`config.mk`:
```
export PLATFORM = sky130hd
export DESIGN_NAME = encoder_angle_smoother
export DESIGN_NICKNAME = d
export VERILOG_FILES = /design/src/eas_pkg.sv /design/src/encoder_angle_smoother.sv
export SDC_FILE = /design/constraint.sdc
export NUM_CORES = 1
export LEC_CHECK = 0
export ABC_AREA = 0
export BUFFER_PORTS_ARGS = -buffer_cell sky130_fd_sc_hd__buf_2
export CAP_MARGIN = 20
export CORE_MARGIN = 2
export CORE_UTILIZATION = 44
export DETAILED_ROUTE_END_ITERATION = 10
export PLACE_DENSITY = 0.73
export SKIP_CTS_REPAIR_TIMING = 1
export SYNTH_ARGS = -nofsm -noshare
export SYNTH_HDL_FRONTEND = slang
export SYNTH_SLANG_ARGS = --single-unit
```
`constraint.sdc`:
```
create_clock -name i_clk -period 17 [get_ports i_clk]
set_input_delay 3.4 -clock i_clk [delete_from_list [all_inputs] [get_ports i_clk]]
set_output_delay 3.4 -clock i_clk [all_outputs]
set_load 0.01 [all_outputs]
```
`src/eas_pkg.sv`:
```
// Shared types and constants for the encoder angle smoother.
package eas_pkg;

    localparam int NUM_CHANNELS_DEF = 3;
    localparam int OFFSET_CHANNELS  = 3;

    localparam int CH_W      = 2;
    localparam int BYTE_W    = 8;
    localparam int OFF_W     = 8;
    localparam int CFG_IDX_W = 3;
    localparam int ANGLE_W   = 19;
    localparam int OUT_W     = 20;
    localparam int FILT_W    = 23;
    localparam int FRAC_BITS = 4;

    localparam int RAW_W         = 14;
    localparam int RAW_MAX       = 16383;
    localparam int SCALE_MUL     = 460800;
    localparam int HALF_DIV      = 8191;
    localparam int ANGLE_BIAS    = 230400;
    localparam int ONE_DEG_STATE = 20480;
    localparam int STEP_SHIFT    = 7;

    // floor(x/5) == (x * DIV5_MUL) >> DIV5_SHIFT for any x below 2**32
    localparam logic [31:0] DIV5_MUL   = 32'hCCCC_CCCD;
    localparam int          DIV5_SHIFT = 34;

    typedef enum logic [CFG_IDX_W-1:0] {
        CFG_GLOBAL_CH0 = 3'd0,
        CFG_GLOBAL_CH1 = 3'd1,
        CFG_GLOBAL_CH2 = 3'd2,
        CFG_LIVE_CH0   = 3'd3,
        CFG_LIVE_CH1   = 3'd4,
        CFG_LIVE_CH2   = 3'd5
    } t_cfg_idx;

    typedef logic signed [FILT_W-1:0] t_filt;
    typedef logic signed [OFF_W-1:0]  t_off;

endpackage

```
`src/encoder_angle_smoother.sv`:
```
// Encoder angle smoother: raw sensor bytes to a per-channel filtered angle with offsets.
// An accepted request's result is valid once it has passed the stage 1 and output registers.
// Throughput: one request per cycle unless the output stalls; the angle scaling (constant divide by 16383) sits
// in the first stage, the per-channel filter update (divide by 5) in the second.
// Requests with a channel at or above NUM_CHANNELS give no result.
// Reset (sync, active low) empties both stages, zeroes all offsets and loads each
// channel's filter state with (channel + 1) degrees.
module encoder_angle_smoother #(
    parameter int NUM_CHANNELS = eas_pkg::NUM_CHANNELS_DEF
) (
    input  logic                                i_clk,
    input  logic                                i_rst_n,
    input  logic                                i_valid,
    output logic                                o_ready,
    input  logic [eas_pkg::CH_W-1:0]            i_channel,
    input  logic [eas_pkg::BYTE_W-1:0]          i_high_byte,
    input  logic [eas_pkg::BYTE_W-1:0]          i_low_byte,
    input  logic                                i_cfg_valid,
    output logic                                o_cfg_ready,
    input  logic [eas_pkg::CFG_IDX_W-1:0]       i_cfg_index,
    input  logic [eas_pkg::OFF_W-1:0]           i_cfg_data,
    output logic                                o_valid,
    input  logic                                i_ready,
    output logic [eas_pkg::CH_W-1:0]            o_channel_out,
    output logic signed [eas_pkg::ANGLE_W-1:0]  o_smoothed_angle,
    output logic signed [eas_pkg::OUT_W-1:0]    o_angle_less_global,
    output logic signed [eas_pkg::OUT_W-1:0]    o_angle_less_both,
    output logic signed [eas_pkg::OUT_W-1:0]    o_angle_delta
);
    import eas_pkg::*;

    localparam int IDX_W = (NUM_CHANNELS > 1) ? $clog2(NUM_CHANNELS) : 1;

    // pipeline control
    logic r_s1_valid;
    logic r_out_valid;
    logic w_out_load;
    logic w_s1_adv;
    logic w_in_acc;
    logic w_ch_ok;

    // state and configuration
    t_filt r_filt [NUM_CHANNELS];
    t_off  r_glob [OFFSET_CHANNELS];
    t_off  r_live [OFFSET_CHANNELS];

    // stage 1 registers
    logic [CH_W-1:0]           r_s1_ch;
    logic signed [ANGLE_W-1:0] r_s1_angle;

    // stage 1 logic
    logic [RAW_W-1:0] w_raw;
    logic [RAW_W-1:0] w_inv;
    logic [32:0]      w_num;
    logic [18:0]      w_hi;
    logic [19:0]      w_sum1;
    logic [14:0]      w_sum2;
    logic [18:0]      w_quo;
    logic [19:0]      w_angle_ext;

    // stage 2 logic
    logic [IDX_W-1:0]       w_idx;
    t_filt                  w_filt_old;
    t_filt                  w_target;
    logic signed [FILT_W:0] w_diff;
    logic                   w_neg;
    logic [FILT_W-1:0]      w_mag;
    logic [54:0]            w_prod;
    logic [20:0]            w_q5;
    t_filt                  w_step;
    t_filt                  w_filt_new;
    logic signed [FILT_W:0] w_rnd_new;
    logic signed [FILT_W:0] w_rnd_old;
    logic signed [20:0]     w_sm;
    logic signed [20:0]     w_prv;
    t_off                   w_g;
    t_off                   w_l;
    logic signed [20:0]     w_g_units;
    logic signed [20:0]     w_l_units;
    logic signed [20:0]     w_less_g;
    logic signed [20:0]     w_less_both;
    logic signed [20:0]     w_delta;

    // output registers
    logic [CH_W-1:0]           r_out_ch;
    logic signed [ANGLE_W-1:0] r_out_sm;
    logic signed [OUT_W-1:0]   r_out_less_g;
    logic signed [OUT_W-1:0]   r_out_less_both;
    logic signed [OUT_W-1:0]   r_out_delta;

    assign w_out_load  = !r_out_valid || i_ready;
    assign w_s1_adv    = r_s1_valid && w_out_load;
    assign o_ready     = !r_s1_valid || w_out_load;
    assign w_in_acc    = i_valid && o_ready;
    assign w_ch_ok     = (32'(i_channel) < NUM_CHANNELS);
    assign o_cfg_ready = 1'b1;

    // Stage 1: angle = (inv*460800 + 8191) / 16383 - 230400.
    // Divide by 2**14-1 by folding the high part back into the low part twice.
    always_comb begin
        w_raw       = {i_high_byte, i_low_byte[5:0]};
        w_inv       = RAW_W'(RAW_MAX) - w_raw;
        w_num       = 33'(w_inv) * 33'(SCALE_MUL) + 33'(HALF_DIV);
        w_hi        = w_num[32:14];
        w_sum1      = 20'(w_hi) + 20'(w_num[13:0]);
        w_sum2      = 15'(w_sum1[19:14]) + 15'(w_sum1[13:0]);
        w_quo       = w_hi + 19'(w_sum1[19:14]) + 19'(w_sum2 >= 15'(RAW_MAX));
        w_angle_ext = 20'(w_quo) - 20'(ANGLE_BIAS);
    end

    // Stage 2: filtered += (16*angle - filtered)/5, truncating toward zero.
    always_comb begin
        w_idx      = IDX_W'(r_s1_ch);
        w_filt_old = r_filt[w_idx];
        w_target   = {r_s1_angle, {FRAC_BITS{1'b0}}};
        w_diff     = {w_target[FILT_W-1], w_target} - {w_filt_old[FILT_W-1], w_filt_old};
        w_neg      = w_diff[FILT_W];
        w_mag      = w_neg ? FILT_W'(-w_diff) : FILT_W'(w_diff);
        w_prod     = 55'(w_mag) * 55'(DIV5_MUL);
        w_q5       = w_prod[54:DIV5_SHIFT];
        w_step     = w_neg ? -t_filt'(w_q5) : t_filt'(w_q5);
        w_filt_new = w_filt_old + w_step;

        // round half up: floor((v + 8) / 16)
        w_rnd_new  = {w_filt_new[FILT_W-1], w_filt_new} + 24'sd8;
        w_rnd_old  = {w_filt_old[FILT_W-1], w_filt_old} + 24'sd8;
        w_sm       = {w_rnd_new[FILT_W], w_rnd_new[FILT_W:FRAC_BITS]};
        w_prv      = {w_rnd_old[FILT_W], w_rnd_old[FILT_W:FRAC_BITS]};

        // channels without offset registers use zero offsets
        if (r_s1_ch < CH_W'(OFFSET_CHANNELS)) begin
            w_g = r_glob[r_s1_ch];
            w_l = r_live[r_s1_ch];
        end else begin
            w_g = '0;
            w_l = '0;
        end
        w_g_units   = {{(21 - OFF_W - STEP_SHIFT){w_g[OFF_W-1]}}, w_g, {STEP_SHIFT{1'b0}}};
        w_l_units   = {{(21 - OFF_W - STEP_SHIFT){w_l[OFF_W-1]}}, w_l, {STEP_SHIFT{1'b0}}};
        w_less_g    = w_sm - w_g_units;
        w_less_both = w_less_g - w_l_units;
        w_delta     = w_sm - w_prv;
    end

    always_ff @(posedge i_clk) begin
        if (!i_rst_n) begin
            r_s1_valid  <= 1'b0;
            r_out_valid <= 1'b0;
            for (int c = 0; c < NUM_CHANNELS; c++) begin
                r_filt[c] <= t_filt'((c + 1) * ONE_DEG_STATE);
            end
            for (int c = 0; c < OFFSET_CHANNELS; c++) begin
                r_glob[c] <= '0;
                r_live[c] <= '0;
            end
        end else begin
            // drop requests for channels that do not exist
            if (o_ready) begin
                r_s1_valid <= w_in_acc && w_ch_ok;
            end
            if (w_out_load) begin
                r_out_valid <= r_s1_valid;
            end
            if (w_s1_adv) begin
                r_filt[w_idx] <= w_filt_new;
            end
            if (i_cfg_valid) begin
                case (t_cfg_idx'(i_cfg_index))
                    CFG_GLOBAL_CH0: r_glob[0] <= t_off'(i_cfg_data);
                    CFG_GLOBAL_CH1: r_glob[1] <= t_off'(i_cfg_data);
                    CFG_GLOBAL_CH2: r_glob[2] <= t_off'(i_cfg_data);
                    CFG_LIVE_CH0:   r_live[0] <= t_off'(i_cfg_data);
                    CFG_LIVE_CH1:   r_live[1] <= t_off'(i_cfg_data);
                    CFG_LIVE_CH2:   r_live[2] <= t_off'(i_cfg_data);
                    default: ;
                endcase
            end
        end
    end

    always_ff @(posedge i_clk) begin
        if (w_in_acc) begin
            r_s1_ch    <= i_channel;
            r_s1_angle <= w_angle_ext[ANGLE_W-1:0];
        end
        if (w_s1_adv) begin
            r_out_ch        <= r_s1_ch;
            r_out_sm        <= w_sm[ANGLE_W-1:0];
            r_out_less_g    <= w_less_g[OUT_W-1:0];
            r_out_less_both <= w_less_both[OUT_W-1:0];
            r_out_delta     <= w_delta[OUT_W-1:0];
        end
    end

    assign o_valid             = r_out_valid;
    assign o_channel_out       = r_out_ch;
    assign o_smoothed_angle    = r_out_sm;
    assign o_angle_less_global = r_out_less_g;
    assign o_angle_less_both   = r_out_less_both;
    assign o_angle_delta       = r_out_delta;

endmodule

```
# Word-level counts from Yosys, hierarchy flattened
# Memory sizes are Yosys's and may differ from the RTL's. A register that Yosys moved wholly into a read port is not among the register bits.
# Index checks and enable logic that the tools add are counted.
[op_classes] bitwise=6 reduce_logical=9 magnitude_cmp=3 add_sub_neg=16 eq_ne=5 mul=2 mux=44
[ops] operator="two-way mux 23 bit" count=3
[ops] operator="two-way mux 8 bit" count=8
[ops] operator="multiplier 23 x 32 -> 55 bit, second input constant" count=1
[ops] operator="adder 23 x 5 -> 24 bit, second input constant" count=2
[ops] operator="subtractor 20 x 15 -> 20 bit" count=2
[ops] operator="adder 33 x 13 -> 33 bit, second input constant" count=1
[ops] operator="two-way mux 1 bit" count=29
[ops] operator="subtractor 23 x 23 -> 24 bit" count=1
[ops] operator="adder 23 bit" count=1
[ops] operator="negation 21 -> 23 bit" count=1
[ops] operator="negation 23 bit" count=1
[ops] operator="OR reduction 23 bit" count=1
[ops] operator="multiplier 14 x 8 -> 22 bit, second input constant" count=1
[ops] operator="adder 19 x 14 -> 20 bit" count=1
[ops] operator="subtractor 20 bit" count=1
[ops] operator="adder 19 x 1 -> 19 bit" count=1
[ops] operator="adder 19 x 6 -> 19 bit" count=1
[ops] operator="subtractor 19 x 18 -> 19 bit, second input constant" count=1
[ops] operator="adder 6 x 14 -> 15 bit" count=1
[ops] operator=">= comparator 15 x 14 -> 1 bit, second input constant" count=1
[ops] operator="subtractor 14 bit, first input constant" count=1
[ops] operator="two-way mux 2 bit" count=4
[ops] operator="== test 3 x 2 -> 1 bit, second input constant" count=2
[ops] operator="== test 3 bit, second input constant" count=2
[ops] operator="other kinds (7)" count=17
[totals] n_memories=3 output_inout_bits=84 elab_cells=97 mem_bits_rw=117 regBits=104
[memory_table] name="r_filt" depth=3 word_bits=23 rd=1 rd_clocked_by_memory_dff=1 wr=3 line="encoder_angle_smoother.sv:43" source="t_filt r_filt [NUM_CHANNELS];"
[memory_table] name="r_glob" depth=3 word_bits=8 rd=1 rd_clocked_by_memory_dff=1 wr=3 line="encoder_angle_smoother.sv:44" source="t_off r_glob [OFFSET_CHANNELS];"
[memory_table] name="r_live" depth=3 word_bits=8 rd=1 rd_clocked_by_memory_dff=1 wr=3 line="encoder_angle_smoother.sv:45" source="t_off r_live [OFFSET_CHANNELS];"

# Longest topological paths before layout
# Gate-level depths: netlist of the first run.
[depth] ltp_word=10 ltp_mapped=74 ltp_nobuf=69

# Worst setup path after synthesis of the first run
# OpenSTA, ideal clock, no wires.
[synth_timing] path_kind="reg-to-reg" from="register (tool-made name)" to="register r_out_less_both[19] (netlist: o_angle_less_both[19]), data pin" required_ps=16735 path_buffers=6 period_less_slack_ps=16971 slack_ps=29 arrival_time_ps=16706 path_stages_with_launch=66 path_cell_list="dfxtp_1 buf_6 buf_2 buf_1 clkbuf_1 mux4_2 inv_1 ha_1 clkbuf_1 nand3_1 o31ai_1 nor3_1 a221o_1 a211oi_2 or3b_1 or4b_4 nor2_1 nor2_1 [... 30 more ...] and3_1 buf_2 nor3_2 or4b_1 nor3_2 or2_2 ha_1 a21oi_1 nand2_1 or3_1 nand4_1 or3b_2 ha_1 a21oi_1 a31oi_1 o311ai_0 o21ai_0 xor2_1"
[synth_lines] item="to (signal assigned)" line="encoder_angle_smoother.sv:190" source="r_out_less_both <= w_less_both[OUT_W-1:0];"
[synth_lines] item="to (decl)" line="encoder_angle_smoother.sv:88" source="logic signed [OUT_W-1:0] r_out_less_both;"

==> flow_metrics.py, run 1 <==
metrics = {
    "clocking": {
        "clock_tree.buffer_depth": 3,
        "tritoncts": "built",
        "insertion_delay_of_the_later_clocked_pin_in_the_worst_skew_pair_ns": 0.53,
        "cts_made_buffers": 23,
        "root_buffer_cell": "clkbuf_16",
        "cts_htree_levels": 1,
        "cts.sinks": 232,
        "clk_pin_slew_ns": 0.06,
    },
    "synthesis": {
        "synth_async_sr_flop_share": 0,
        "syn-mean-instance-area_um2": 9.685,
        "synth_mux_area_frac": 0.03087,
        "synthesis.nets": 3393,
        "synth.distinct_cells": 105,
        "post_synth_fa_ha_maj_area_fraction": 0.3096,
        "synth_xor_area_frac": 0.07904,
        "simple_gate_share_of_the_synthesized_area": 0.1355,
        "synth.ff_latch_count": 232,
        "synth_area_um2": 27120,
        "count_of_flip_flops_with_a_built_in_enable_after_synthesis": 228,
        "yosysWarningCount": 0,
        "dominantRegCellSynth": "edfxtp_1",
        "seq_area_frac_synth": 0.2554,
        "fraction_of_the_mapped_netlist_area_in_compound_gates": 0.1186,
        "postSynthCellCount": 2800,
        "synth_top_family_by_area": "adder cells",
    },
    "grt": {
        "grt_pass1_vias": 21690,
        "first_pass_grt_wire_length_um": 112000,
        "grt_max_degree": 69,
        "antenna_violations_before_repair": 0,
        "grt-ovfl-total": 0,
        "grt_util_all_layers": 0.2195,
    },
    "finish": {
        "drive_above_1_share": 0.2087,
        "synthToLayoutAreaGrowth_pct": 19.83,
        "ant_diodes": 0,
        "finalCoreUtilization": 0.5295,
        "multi_input_comb_area_um2": 18580,
        "n_fill_cell": 5409,
        "nNetsFinal": 3876,
        "postLayoutCellArea_um2": 32490,
        "total_area_of_sequential_cells_um2": 6932,
    },
    "setup_path": {
        "critPathArrivalTime_ns": 16.59,
        "timing.critical_path.buf_inv": 11,
        "family_with_the_most_delay_on_the_worst_path": "adder cells",
        "worstPathRequired_ns": 17.27,
        "crit_fanout": 11,
        "max_stage_delay_ns": 0.57,
        "worst_path_max_delay_cell": "mux4_2",
        "timing.setup.critical_path_class": "reg -> reg",
        "worst_setup_path_end_kind": "flop",
        "worstSetupStartpointType": "flop",
    },
    "detailed_routing": {
        "vias": 21940,
        "drt-pass1-iter-count": 6,
        "routed_length_per_instance_um": 17.25,
        "detailed_route_iter0_violations": 1569,
        "vias_per_cell": 5.369,
        "ant_nets": 0,
        "drcViolationCount": 0,
        "drt_wl_total_um": 70500,
    },
    "job": {
        "cap_violations": 0,
    },
    "floorplan": {
        "start_util": 0.4419,
        "chip_height_um": 252.3,
        "coreArea_um2": 61370,
        "rows": 91,
        "io-pin-count": 118,
        "die_w_um": 252.3,
        "dieArea_um2": 63630,
    },
    "sta": {
        "min_period_over_period": 0.9599,
        "maximum_achievable_frequency_mhz": 61.28,
        "timing.clock.skew_ns": 0.01231,
        "slew_at_the_pin_closest_to_its_max_slew_limit_ns": 1.109,
        "max_slew_margin": 0.2607,
        "setup_viol_count_final": 0,
        "finalWorstPathRequiredPeriod_ns": 16.32,
        "final_hold_fails": 0,
        "final-max-slew-violation-count": 0,
    },
    "min_path": {
        "hold_path_class": "reg -> reg",
    },
    "placed_design": {
        "area_after_dpl_um2": 31400,
        "place_hpwl_um": 59010,
        "place.port_buffers": 114,
        "place_congestion": 0.9680,
    },
    "outcome": {
        "outcome": "finished clean",
    },
}
[synth_stat cells (8+ instances only)]
cell	number	area share
a31oi_1	20	0.0046
nor4_1	20	0.0046
o21bai_1	11	0.0030
a211oi_1	14	0.0039
and2_1	38	0.0088
o21a_1	12	0.0033
and3_1	22	0.0051
fa_1	184	0.14
buf_4	15	0.0042
mux4_2	23	0.019
clkbuf_1	34	0.0047
ha_1	375	0.17
o31ai_1	12	0.0033
a21boi_0	9	0.0025
a21oi_1	134	0.025
nor3b_1	11	0.0030
o21ai_0	120	0.022
nor4b_1	8	0.0026
mux2i_1	21	0.0078
nand3_1	47	0.0087
nor2b_1	27	0.0062
a21o_1	58	0.016
inv_1	429	0.059
xor2_1	80	0.026
or2_2	15	0.0035
edfxtp_1	228	0.25
nor3_1	46	0.0085
o211ai_1	9	0.0025
nand2_1	176	0.024
xnor2_1	161	0.052
nand4_1	28	0.0065
or3_1	14	0.0032
nor2_1	204	0.028
nand2b_1	25	0.0058
[state kept, by name, indices dropped and copies added, names as in the netlist, named ones only]
register / flops
o_valid: 1
o_channel_out: 2
o_angle_less_both: 13
o_angle_less_global: 13
r_s1_valid: 1
o_smoothed_angle: 19
o_angle_delta: 20
r_s1_angle: 19
r_s1_ch: 2
r_live: 24
r_glob: 24
r_filt: 92
[placed cells by master, fill, tap and decap left out, types with 25 or more instances in the layout]
cell type,instances
nand2b_1,25
nand3_1,46
fa_1,182
nor2b_1,26
ha_1,370
edfxtp_1,228
nor3_1,43
buf_4,401
o21ai_0,114
nand4_1,28
a21oi_1,131
a21o_1,58
nand2_1,176
buf_2,114
inv_1,429
nor2_1,201
xor2_1,79
and2_1,38
xnor2_1,157
[path summary, 6_finish.rpt]
path                            slack (ns)                    end  depth (start not counted)       start
worst max-delay path                  0.68  o_angle_less_both[19]                         67        flop
worst min-delay path                  0.50                o_valid                          1  r_s1_valid
worst max register to register        0.68  o_angle_less_both[19]                         67        flop
worst min register to register        0.50                o_valid                          1  r_s1_valid
[through the flow]
step,hold WS (ns),worst slack (ns),setup TNS [ns],std cells
final,0.4994,0.6821,0,4087
after global routing,0.5152,-0.1308,-0.2609,4087
after CTS,0.5042,-0.02041,-0.02041,4081
after detailed placement,0.4838,0.1554,0,4042
after global placement,0.4891,0.3378,0,4042
after floorplan,0.4244,0.02933,0,2800
[logic make-up (layout without fill, tap and decap cells)]
family / count (synthesis) / in the layout
and+or+nand+nor: 726 / 726
buffers and inverters: 493 / 990
other: 1 / 1
AOI/OAI and AO/OA: 492 / 492
xor gates and xnor gates: 243 / 243
muxes: 52 / 52
adders and majority gates: 561 / 561
DFF: 232 / 232
[per-layer routing]
| metal | track usage | vias to the layer above | routed length [µm] |
|---|---|---|---|
| met5 | 0 | - | 0 |
| li1 | - | 10650 | - |
| met1 | 0.3030 | 10560 | 31740 |
| met3 | 0.02420 | 97 | 3839 |
| met2 | 0.3737 | 631 | 33410 |
| met4 | 0.04429 | 0 | 1510 |
[final cells by class]
| class | count | share of cell area |
|---|---|---|
| Sequential cell | 232 | 0.2133 |
| Clock buffer | 26 | 0.01806 |
| Multi-Input combinational cell | 2075 | 0.5719 |
| Clock inverter | 13 | 0.004312 |
| Timing Repair Buffer | 518 | 0.1120 |
| Inverter | 433 | 0.05002 |
| Tap cell | 790 | 0.03042 |
Power of run 1 is not shown: default switching activity piles up to over one toggle a cycle in this logic, so the estimate is an artifact.
==> inputs of run 2 (changes only) <==
Settings changed: CTS_BUF_LIST set to sky130_fd_sc_hd__clkbuf_8.
==> run 2 against run 1 <==
Clock-buffer cell count rose by 11. Clock skew up 0.010 ns. Utilization fell by 0.27 points. Critical path type unchanged. Largest cell class unchanged. Critical path depth grew 4. Final area is 0.51% lower.
==> flow_metrics.py, run 2 (synthesis gave the netlist of run 1 again) <==
metrics = {
    "setup_path": {
        "worst_path_max_delay_cell": "mux4_2",
        "timing.critical_path.mode_cell": "buf_4",
        "worst_setup_path_end_kind": "flop",
        "crit_fanout": 11,
        "worstPathRequired_ns": 17.28,
        "family_with_the_most_delay_on_the_worst_path": "adder cells",
        "max_stage_delay_ns": 0.57,
        "timing.setup.critical_path_class": "reg -> reg",
        "timing.critical_path.buf_inv": 15,
        "worstSetupStartpointType": "flop",
        "critPathArrivalTime_ns": 16.58,
    },
    "placed_design": {
        "place_congestion": 0.9680,
        "place.port_buffers": 114,
        "place_ws_ns": 0.1554,
        "place_hpwl_um": 59010,
    },
    "clocking": {
        "clock_tree.buffer_depth": 3,
        "root_buffer_cell": "clkbuf_8",
        "cts_htree_levels": 2,
        "cts.sinks": 232,
        "tritoncts": "built",
        "insertion_delay_of_the_later_clocked_pin_in_the_worst_skew_pair_ns": 0.55,
        "clk_pin_slew_ns": 0.06,
        "cts_made_buffers": 36,
    },
    "sta": {
        "timing.clock.skew_ns": 0.02247,
        "max_slew_margin": 0.2477,
        "slew_at_the_pin_closest_to_its_max_slew_limit_ns": 1.128,
        "final-max-slew-violation-count": 0,
        "final_hold_fails": 0,
        "setup_viol_count_final": 0,
        "setup_total_negative_slack_ns": 0,
        "setup_ws_ns": 0.6947,
        "maximum_achievable_frequency_mhz": 61.33,
        "finalWorstPathRequiredPeriod_ns": 16.31,
        "min_period_over_period": 0.9591,
    },
    "grt": {
        "first_pass_grt_wire_length_um": 111800,
        "grt_util_all_layers": 0.2197,
        "global_route_met2_utilization": 0.3693,
        "grt-ovfl-total": 0,
        "antenna_violations_before_repair": 0,
        "grt_pass1_vias": 21730,
        "top_usage_layer": "met2",
        "use_met1": 0.3048,
        "grt_max_degree": 69,
        "groute.layer.met3.usage": 0.02616,
    },
    "finish": {
        "synthToLayoutAreaGrowth_pct": 19.22,
        "commonest_cells_after_routing_fill_and_taps_aside": "inv_1, buf_4, ha_1, edfxtp_1, nor2_1",
        "largest_register_ff_count": 92,
        "ant_diodes": 0,
        "drive_above_1_share": 0.2097,
        "registers.top_by_ff_count": "r_filt",
        "reg_top3": "r_filt: 92 flops, r_glob: 24 flops, r_live: 24 flops",
        "mostFrequentLayoutCell": "inv_1",
        "nNetsFinal": 3888,
    },
    "detailed_routing": {
        "routed_length_per_instance_um": 17.17,
        "drcViolationCount": 0,
        "vias_per_cell": 5.333,
        "detailed_route_iter0_violations": 1530,
        "drt-pass1-iter-count": 6,
        "vias": 21890,
        "drt_wl_total_um": 70470,
        "ant_nets": 0,
    },
    "job": {
        "cap_violations": 0,
    },
    "floorplan": {
        "start_util": 0.4419,
        "chip_height_um": 252.3,
        "rows": 91,
        "dieArea_um2": 63630,
        "coreArea_um2": 61370,
        "die_w_um": 252.3,
        "io-pin-count": 118,
    },
    "min_path": {
        "hold_path_class": "reg -> reg",
    },
    "outcome": {
        "outcome": "finished clean",
    },
}
## run 2: cell types whose count changed in the layout (fill, tap and decap cells not counted), sizes merged
| cell | previous run | this run |
|---|---|---|
| bufinv | 3 | 0 |
| inv | 432 | 443 |
| clkbuf | 26 | 37 |
| buf | 518 | 517 |
| clkinvlp | 1 | 2 |
| clkinv | 10 | 9 |
## run 2: worst reg2reg max path, delay by kind of cell, from the launching register on
family | cells | cell delay (ns)
flops | 1 | 0.33
buf+inv | 15 | 1.85
compound gates | 15 | 3.00
mux | 1 | 0.58
fa+ha+maj | 14 | 5.18
xor+xnor | 6 | 1.08
simple gates | 20 | 4.06
## run 2: final timing paths
| kind | startpoint | to | slack (ns) | cells past startpoint |
|---|---|---|---|---|
| worst min register to register | r_s1_valid | o_valid | 0.50 | 1 |
| worst max register to register | flop | o_angle_less_both[17] | 0.69 | 71 |
| worst max-delay path | flop | o_angle_less_both[17] | 0.69 | 71 |
| worst min-delay path | r_s1_valid | o_valid | 0.50 | 1 |
## run 2: stage by stage
| step | util | cell area, µm² | instances | hold WS, ns |
|---|---|---|---|---|
| after floorplan | - | 27120 | 2800 | 0.4244 |
| after global placement | 0.5116 | 31400 | 4042 | 0.4891 |
| after detailed placement | 0.5116 | 31400 | 4042 | 0.4838 |
| after CTS | 0.5214 | 32000 | 4100 | 0.5027 |
| after global routing | 0.5268 | 32330 | 4105 | 0.5140 |
| final | 0.5268 | 32330 | 4105 | 0.4980 |
## run 2: area by class of cell
cell class,count,area [µm²]
fill,5428,29040
multi-input combinational,2075,18560
sequential,232,6932
timing repair buffer,517,3625
inverter,433,1625
tap,790,988.4
clock buffer,37,509.2
clock inverter,21,88.84
## run 2: per-layer routing
layer,routed length [µm],share of wire
met1,31430,0.45
met2,33310,0.47
met3,4386,0.062
met4,1341,0.019
met5,0,0
Power of run 2 is left out for the same reason.
